### src/rtl/spq_pkg.sv
package spq_pkg;

    // fixed field widths
    localparam int VALUE_W    = 32;
    localparam int PRI_IN_W   = 8;
    localparam int ERR_W      = 2;

    // operation codes
    typedef enum logic {
        OP_PUSH = 1'b0,
        OP_POP  = 1'b1
    } spq_op_t;

    // result error codes
    typedef enum logic [ERR_W-1:0] {
        ERR_OK    = 2'd0,
        ERR_FULL  = 2'd1,
        ERR_EMPTY = 2'd2
    } spq_err_t;

    // per-cycle command broadcast to every cell
    typedef struct packed {
        logic push_en;
        logic pop_en;
    } spq_ctrl_t;

endpackage

### src/rtl/spq_cell.sv
module spq_cell #(
    parameter int PRI_W = 8
) (
    input  logic                         clk,
    input  spq_pkg::spq_ctrl_t           ctrl,
    input  logic                         occupied,
    input  logic                         prev_after,
    input  logic [spq_pkg::VALUE_W-1:0]  prev_value,
    input  logic [PRI_W-1:0]             prev_prio,
    input  logic [spq_pkg::VALUE_W-1:0]  next_value,
    input  logic [PRI_W-1:0]             next_prio,
    input  logic [spq_pkg::VALUE_W-1:0]  new_value,
    input  logic [PRI_W-1:0]             new_prio,
    output logic [spq_pkg::VALUE_W-1:0]  value,
    output logic [PRI_W-1:0]             prio,
    output logic                         after
);
    import spq_pkg::*;

    logic [VALUE_W-1:0] value_reg;
    logic [VALUE_W-1:0] value_next;
    logic [PRI_W-1:0]   prio_reg;
    logic [PRI_W-1:0]   prio_next;

    // new word goes behind this entry when this entry is stored and the new word is not more urgent
    assign after = occupied && (prio_reg <= new_prio);

    // keep, take the new word, shift from the left, or shift from the right
    always_comb
    begin
        value_next = value_reg;
        prio_next  = prio_reg;
        if (ctrl.push_en && !after)
        begin
            if (prev_after)
            begin
                value_next = new_value;
                prio_next  = new_prio;
            end
            else
            begin
                value_next = prev_value;
                prio_next  = prev_prio;
            end
        end
        else if (ctrl.pop_en)
        begin
            value_next = next_value;
            prio_next  = next_prio;
        end
    end

    // entry storage
    always_ff @(posedge clk)
    begin
        value_reg <= value_next;
        prio_reg  <= prio_next;
    end

    assign value = value_reg;
    assign prio  = prio_reg;

endmodule

### src/rtl/spq_out_buf.sv
module spq_out_buf #(
    parameter int WIDTH = 8
) (
    input  logic             clk,
    input  logic             rst_n,
    input  logic             push,
    input  logic [WIDTH-1:0] din,
    output logic             full,
    output logic             dout_valid,
    input  logic             dout_stall,
    output logic [WIDTH-1:0] dout
);
    logic             valid0_reg;
    logic             valid0_next;
    logic             valid1_reg;
    logic             valid1_next;
    logic [WIDTH-1:0] data0_reg;
    logic [WIDTH-1:0] data0_next;
    logic [WIDTH-1:0] data1_reg;
    logic [WIDTH-1:0] data1_next;
    logic             take;

    assign take = valid0_reg && !dout_stall;

    // two-entry queue: head word in slot 0, waiting word in slot 1
    always_comb
    begin
        valid0_next = valid0_reg;
        valid1_next = valid1_reg;
        data0_next  = data0_reg;
        data1_next  = data1_reg;
        if (take)
        begin
            if (valid1_reg)
            begin
                data0_next  = data1_reg;
                valid0_next = 1'b1;
                if (push)
                begin
                    data1_next = din;
                end
                else
                begin
                    valid1_next = 1'b0;
                end
            end
            else
            begin
                data0_next  = din;
                valid0_next = push;
            end
        end
        else if (push)
        begin
            if (valid0_reg)
            begin
                data1_next  = din;
                valid1_next = 1'b1;
            end
            else
            begin
                data0_next  = din;
                valid0_next = 1'b1;
            end
        end
    end

    // control state
    always_ff @(posedge clk or negedge rst_n)
    begin
        if (!rst_n)
        begin
            valid0_reg <= 1'b0;
            valid1_reg <= 1'b0;
        end
        else
        begin
            valid0_reg <= valid0_next;
            valid1_reg <= valid1_next;
        end
    end

    // payload
    always_ff @(posedge clk)
    begin
        data0_reg <= data0_next;
        data1_reg <= data1_next;
    end

    assign full       = valid1_reg;
    assign dout_valid = valid0_reg;
    assign dout       = data0_reg;

endmodule

### src/rtl/stable_priority_queue.sv
// Stable sorted priority queue of QUEUE_DEPTH entries held in a row of cells,
// lowest priority number at the head, equal priorities in arrival order. Each
// word is a push or a pop and yields one result word with the head after the
// operation, the entry count and an error code. One word is accepted every
// cycle while item_stall is low: all cells compare against the pushed priority
// and shift left or right in the same cycle, and the result is registered in
// a two-entry result buffer that lets input continue while a result waits;
// item_stall rises only when both entries are held. No clearing pass after reset.
module stable_priority_queue #(
    parameter int  QUEUE_DEPTH   = 16,
    parameter int  PRIORITY_BITS = 8,
    localparam int CNT_W         = $clog2(QUEUE_DEPTH + 1)
) (
    input  logic                          clk,
    input  logic                          rst_n,
    input  logic                          item_valid,
    output logic                          item_stall,
    input  logic                          operation,
    input  logic signed [spq_pkg::VALUE_W-1:0]  item_value,
    input  logic [spq_pkg::PRI_IN_W-1:0]  item_priority,
    output logic                          result_valid,
    input  logic                          result_stall,
    output logic signed [spq_pkg::VALUE_W-1:0]  head_value,
    output logic                          head_valid,
    output logic [CNT_W-1:0]              entry_count,
    output logic [spq_pkg::ERR_W-1:0]     error_code
);
    import spq_pkg::*;

    localparam int RES_W = VALUE_W + 1 + CNT_W + ERR_W;

    logic                     accept;
    logic                     buf_full;
    logic [CNT_W-1:0]         count_reg;
    logic [CNT_W-1:0]         count_next;
    logic                     is_full;
    logic                     is_empty;
    logic [PRIORITY_BITS-1:0] pri_in;
    spq_ctrl_t                ctrl;

    logic [VALUE_W-1:0]       cell_value [QUEUE_DEPTH];
    logic [PRIORITY_BITS-1:0] cell_prio  [QUEUE_DEPTH];
    logic                     cell_after [QUEUE_DEPTH];
    logic                     cell_occ   [QUEUE_DEPTH];

    logic [VALUE_W-1:0]       res_value;
    logic                     res_valid;
    spq_err_t                 res_err;
    logic [RES_W-1:0]         res_word;
    logic [RES_W-1:0]         buf_word;

    assign accept     = item_valid && !buf_full;
    assign item_stall = buf_full;
    assign is_full    = (count_reg == CNT_W'(QUEUE_DEPTH));
    assign is_empty   = (count_reg == '0);

    // keep the low priority bits, zero-extend when the cells are wider
    always_comb
    begin
        pri_in = '0;
        for (int b = 0; b < PRIORITY_BITS && b < PRI_IN_W; b++)
        begin
            pri_in[b] = item_priority[b];
        end
    end

    // command to the cell row
    always_comb
    begin
        ctrl.push_en = accept && (operation == OP_PUSH) && !is_full;
        ctrl.pop_en  = accept && (operation == OP_POP) && !is_empty;
    end

    // cell row
    for (genvar i = 0; i < QUEUE_DEPTH; i++)
    begin : g_cell
        logic                     left_after;
        logic [VALUE_W-1:0]       left_value;
        logic [PRIORITY_BITS-1:0] left_prio;
        logic [VALUE_W-1:0]       right_value;
        logic [PRIORITY_BITS-1:0] right_prio;

        assign cell_occ[i] = (count_reg > CNT_W'(i));

        if (i == 0)
        begin : g_first
            assign left_after = 1'b1;
            assign left_value = item_value;
            assign left_prio  = pri_in;
        end
        else
        begin : g_mid
            assign left_after = cell_after[i-1];
            assign left_value = cell_value[i-1];
            assign left_prio  = cell_prio[i-1];
        end

        if (i == QUEUE_DEPTH - 1)
        begin : g_last
            assign right_value = cell_value[i];
            assign right_prio  = cell_prio[i];
        end
        else
        begin : g_inner
            assign right_value = cell_value[i+1];
            assign right_prio  = cell_prio[i+1];
        end

        spq_cell #(
            .PRI_W (PRIORITY_BITS)
        ) u_cell (
            .clk        (clk),
            .ctrl       (ctrl),
            .occupied   (cell_occ[i]),
            .prev_after (left_after),
            .prev_value (left_value),
            .prev_prio  (left_prio),
            .next_value (right_value),
            .next_prio  (right_prio),
            .new_value  (item_value),
            .new_prio   (pri_in),
            .value      (cell_value[i]),
            .prio       (cell_prio[i]),
            .after      (cell_after[i])
        );
    end

    // entry count
    always_comb
    begin
        count_next = count_reg;
        if (ctrl.push_en)
        begin
            count_next = count_reg + CNT_W'(1);
        end
        else if (ctrl.pop_en)
        begin
            count_next = count_reg - CNT_W'(1);
        end
    end

    always_ff @(posedge clk or negedge rst_n)
    begin
        if (!rst_n)
        begin
            count_reg <= '0;
        end
        else
        begin
            count_reg <= count_next;
        end
    end

    // head after the operation
    always_comb
    begin
        res_value = '0;
        res_valid = 1'b0;
        res_err   = ERR_OK;
        if (operation == OP_PUSH)
        begin
            res_valid = 1'b1;
            if (is_full)
            begin
                res_err   = ERR_FULL;
                res_value = cell_value[0];
            end
            else if (cell_after[0])
            begin
                res_value = cell_value[0];
            end
            else
            begin
                res_value = item_value;
            end
        end
        else if (is_empty)
        begin
            res_err = ERR_EMPTY;
        end
        else if (count_reg > CNT_W'(1))
        begin
            res_valid = 1'b1;
            res_value = cell_value[1];
        end
    end

    assign res_word = {res_value, res_valid, count_next, res_err};

    // result buffer
    spq_out_buf #(
        .WIDTH (RES_W)
    ) u_out_buf (
        .clk        (clk),
        .rst_n      (rst_n),
        .push       (accept),
        .din        (res_word),
        .full       (buf_full),
        .dout_valid (result_valid),
        .dout_stall (result_stall),
        .dout       (buf_word)
    );

    assign head_value  = buf_word[RES_W-1 -: VALUE_W];
    assign head_valid  = buf_word[CNT_W + ERR_W];
    assign entry_count = buf_word[ERR_W +: CNT_W];
    assign error_code  = buf_word[ERR_W-1:0];

endmodule

### config.mk
export PLATFORM = sky130hd
export DESIGN_NAME = stable_priority_queue
export DESIGN_NICKNAME = d
export VERILOG_FILES = /design/src/rtl/spq_pkg.sv /design/src/rtl/spq_cell.sv /design/src/rtl/spq_out_buf.sv /design/src/rtl/stable_priority_queue.sv
export SDC_FILE = /design/constraint.sdc
export NUM_CORES = 2
export LEC_CHECK = 0
export BUFFER_PORTS_ARGS = -buffer_cell sky130_fd_sc_hd__buf_2
export CORE_MARGIN = 2
export CORE_UTILIZATION = 47
export DETAILED_ROUTE_END_ITERATION = 8
export MAX_ROUTING_LAYER = met4
export PLACE_DENSITY = 0.67
export SYNTH_ARGS = -nofsm -noshare
export SYNTH_HDL_FRONTEND = slang
export SYNTH_HIERARCHICAL = 1
export SYNTH_SLANG_ARGS = --single-unit
export TNS_END_PERCENT = 100
### constraint.sdc
create_clock -name clk -period 7.2 [get_ports clk]
set_input_delay 1.44 -clock clk [delete_from_list [all_inputs] [get_ports clk]]
set_output_delay 1.44 -clock clk [all_outputs]
set_load 0.01 [all_outputs]
======== After elaboration in Yosys (flattened, before gate mapping) ========
Index checks and enable logic that the tools add are counted.
storage, ports and cells
  register bits ........................... 727
  input bits .............................. 45
  output and inout bits ................... 42
  logic and storage cells ................. 275
operators by class
  add/subtract/negate cells ............... 2
  $lt $le $gt $ge ......................... 32
  equality and inequality tests ........... 4
  muxes and demuxes ....................... 120
  bitwise gates (word level) .............. 1
  reductions and logical operators ........ 79
operators with widths
  kind                 count
  $mux 32              50
  $mux 40              9
  $mux 8               45
  $le 8x8->1           16
  $gt 5x4->1 const B   8
  $logic_and 1x1->1    38
  $reduce_bool 2->1    17
  $gt 5x3->1 const B   4
  $logic_not 1->1      20
  $mux 1               12
  $gt 5x1->1 const B   2
  $gt 5x2->1 const B   2
  $mux 5               2
  $add 5x1->5 const B  1
  $eq 5x5->1 const B   1
  $logic_not 5->1      1
  $sub 5x1->5 const B  1
  $mux 2               2
  $ne 2x2->1 const B   2
  $reduce_and 2->1     2
  $reduce_and 4->1     1
  $ne 2x1->1 const B   1
  $not 1->1            1

======== Longest topological paths before layout ========
  depth in word-level cells ............... 9
  gate-level depth with buffers ........... 13
  gate-level depth less buffers ........... 11

======== Hierarchy ========
Netlist, hierarchy kept.
modules (own cells, without submodules)
  module                 times used  cells each  area an instance (um^2)  seq. area each (um^2)
  spq_cell               16          167         2516.2                   1201.2
  spq_out_buf            1           136         3035.4                   2452.4
  stable_priority_queue  1           154         1470.2                   125.1

======== Least setup slack after synthesis ========
OpenSTA, ideal clock, no wires.
  path type ............................... input-to-reg
  from .................................... in item_valid
  to ...................................... reg u_out_buf.data0_reg[0], in the netlist u_out_buf/dout[0], enable pin
  setup time .............................. 0.451 ns
  arrival time ............................ 3.614 ns
  required time ........................... 6.749 ns
  path slack .............................. 3.135 ns
  cell stages on the path ................. 4
  path buffers ............................ 0
  path through ............................ nand2b_1 -> inv_1 -> nor2_1 -> a21oi_1
on the way
  cells in the longest elaborated chain, start to end .. 3
ends and longest elaborated chain
  what                                line                         text
  start, declared                     stable_priority_queue.sv:16  input logic item_valid,
  $logic_and 1x1->1                   stable_priority_queue.sv:52  assign accept = item_valid && !buf_full;
  net accept                          stable_priority_queue.sv:32  logic accept;
  $reduce_bool 2->1 (no source line)  n/a
  $reduce_and 2->1 (no source line)   n/a
  end signal, assigned                spq_out_buf.sv:86            data0_reg <= data0_next;
  end, declared                       spq_out_buf.sv:17            logic [WIDTH-1:0] data0_reg;
The timed path passes the listed nets, and every way through them passes these cells.
A chain may end at the register's enable or synchronous reset.

==> impl_results.md <==
- RePlAce Congestion: 0.8705
- Mapped Area: between 0.04 and 0.05 sq mm
- Post-DP HPWL: 68440 um
- I/O Pins: a little under 90
- Lkg Pwr: about 18 nW
- Worst slew pin tran: 1.305 ns
- Met3 usage: 0.02289
- Vias in the first global route: between 20000 and 30000
- Routed vias: 23800
- Post-route DRC: 0
- Max-slew violations: 0
- Iter 0 DRT Violations: 1749
- Crit Path Max Fanout: 41
- Longest Clk Path Bufs: 3
- Max Clock Skew: about 0.021 ns
- Core ar.: 0.09473 sq mm
- First-pass GRT wire length: ~150000 um
- Hold Crit Start: u_out_buf/data1_reg[23]$_DFFE_PP_
- CTS tree: built
- GRT Resource Usage Total: 0.1929
- Crit path DAT: around 4.7 ns
- Post-CTS Setup Repair Bufs: 0
- Final non-filler cell total: 4334
- Pin count of the biggest net entering global routing: 48
- Share of layout cells above drive strength 1: 0.4971
- Unrepaired setup endpoints after global routing: false
- Crit. End Element: register
- Row cnt: between 100 and 150
- Startpoint Class: register
- Total power density per cell area: approximately 370 mW/mm^2
- Fin crit period: ~4.4 ns
- Placed Cells incl. Taps: around 4200
- CTS root buf: clkbuf_16
- Worst reg2reg startpoint: count_reg[0]$_DFF_PN0_
- Worst-path clk slew: 0.06 ns
- Initial antenna violation count: 1
- Final hold violation count: 0
- GRT overflow: 0
- Initial Utilization: 0.4725
- Yosys warnings: 6
- Most used routing layer: met1
- Num CTS Buffers: between 80 and 90
- Worst Hold Class: register to register
- Worst Setup Path Type: register to register
- Critical path origin: count_reg[0]$_DFF_PN0_
- Met2 Use GR: 0.2831
- Area Overhead vs Synth: 8.484%
- Final nets: around 3200
- IO buf count: 86
- Clock latency on the worst-skew pair: approximately 0.63 ns
- Drt total wl: about 93000 um
- Chip height: between 300 and 400 um
- # clock sinks: around 730
- Setup Total Neg Slack: 0 ns
- Die X: 312.6 um
- WP data required: approximately 7.4 ns
- Largest register FFs: between 500 and 600
- PostCTS Resize Cnt: 0
- Setup Viol. Count Final: 0
- Wirelength per Cell: 21.50 um
- Die area: 0.09772 sq mm
- Cells after synthesis: 2961
- H-tree depth: 3
- Antenna Violating Nets Remaining: 0
- # fillers: 7797
- Mean Syn Cell Area: between 15 and 20 sq um
- Status: complete, no violations
- Max_cap viols: 0
- Maximum vdd drop: between 0.15 and 0.2 mV
- Slew Limit Headroom: 0.1277
- Period Utilization, post-route: 0.6179
- Hold_buf cts: 0
- Met1 Usage GRT: 0.2849
- Peak Freq: 224.8 MHz
- Via density: roughly 5.5
- DR pass1 iterations: 5
## layer usage
metal / up-vias / share of wire
met1: 11839 / 0.52
met5: - / 0
met3: 116 / 0.035
li1: 11353 / -
met4: 0 / 0.018
met2: 492 / 0.43
## stage by stage
stage | util | area (sq um) | total power, mW | setup WS [ns] | hold WS, ns
6_report | 0.5126 | 48560 | 18.01 | 2.751 | 0.5473
5_1_grt | 0.5126 | 48560 | 18.92 | 2.566 | 0.5594
4_1_cts | 0.5126 | 48550 | 18.13 | 2.758 | 0.5479
3_5_place_dp | 0.4856 | 46000 | 14.07 | 2.101 | 0.5335
3_3_place_gp | 0.4856 | 46000 | 13.79 | 2.213 | 0.5325
2_1_floorplan | - | 44760 | 12.48 | 3.135 | 0.5246
## final timing paths
path | endpoint | slack [ns] | cells past startpoint
min | u_out_buf/dout[23]$_DFFE_PP_ | 0.55 | 1
max reg2reg | g_cell[15].u_cell/value[19]$_DFFE_PP_ | 2.75 | 8
max in group asynchronous | u_out_buf/dout_valid$_DFFE_PN0P_ | 6.39 | 1
min in group asynchronous | count_reg[0]$_DFF_PN0_ | 0.64 | 1
max | g_cell[15].u_cell/value[19]$_DFFE_PP_ | 2.75 | 8
min reg2reg | u_out_buf/dout[23]$_DFFE_PP_ | 0.55 | 1
## critical path, cell delays in order, from the launching register on
cell and delay, ns:
dfrtp_1 0.60, inv_1 0.17, ha_1 0.24, and4bb_2 0.26
or3_1 0.41, inv_2 0.47, o211a_2 0.28, buf_4 0.61
or2_2 0.94
## layout make-up
| class | count | area [sq um] | area share |
|---|---|---|---|
| tap | 1265 | 1583 | 0.03260 |
| sequential | 727 | 21800 | 0.4489 |
| antenna | 1 | 2.502 | 0.00005154 |
| inverter | 137 | 514.2 | 0.01059 |
| multi-input combinational | 1935 | 21420 | 0.4411 |
| timing repair buffer | 120 | 685.7 | 0.01412 |
| clock inverter | 40 | 331.6 | 0.006828 |
| clock buffer | 109 | 2227 | 0.04587 |
## layout by cell type (no fill, tap or decap), drive strengths merged, types with 18 or more instances in the layout
master / count
nand3: 18
nand2: 27
or3: 19
mux2i: 32
nor2: 123
o2bb2ai: 33
edfxtp: 720
clkbuf: 109
mux2: 1208
nor2b: 33
buf: 120
clkinv: 30
a21oi: 147
o21ai: 60
inv: 139
ha: 134
## report_power, final
part           internal, mW  switching [mW]  total, mW
clock                  2.32            1.69       4.02
sequential             6.36           0.651       7.01
combinational          3.70            3.28       6.98
Note: power is estimated with default switching activity, not from simulation.
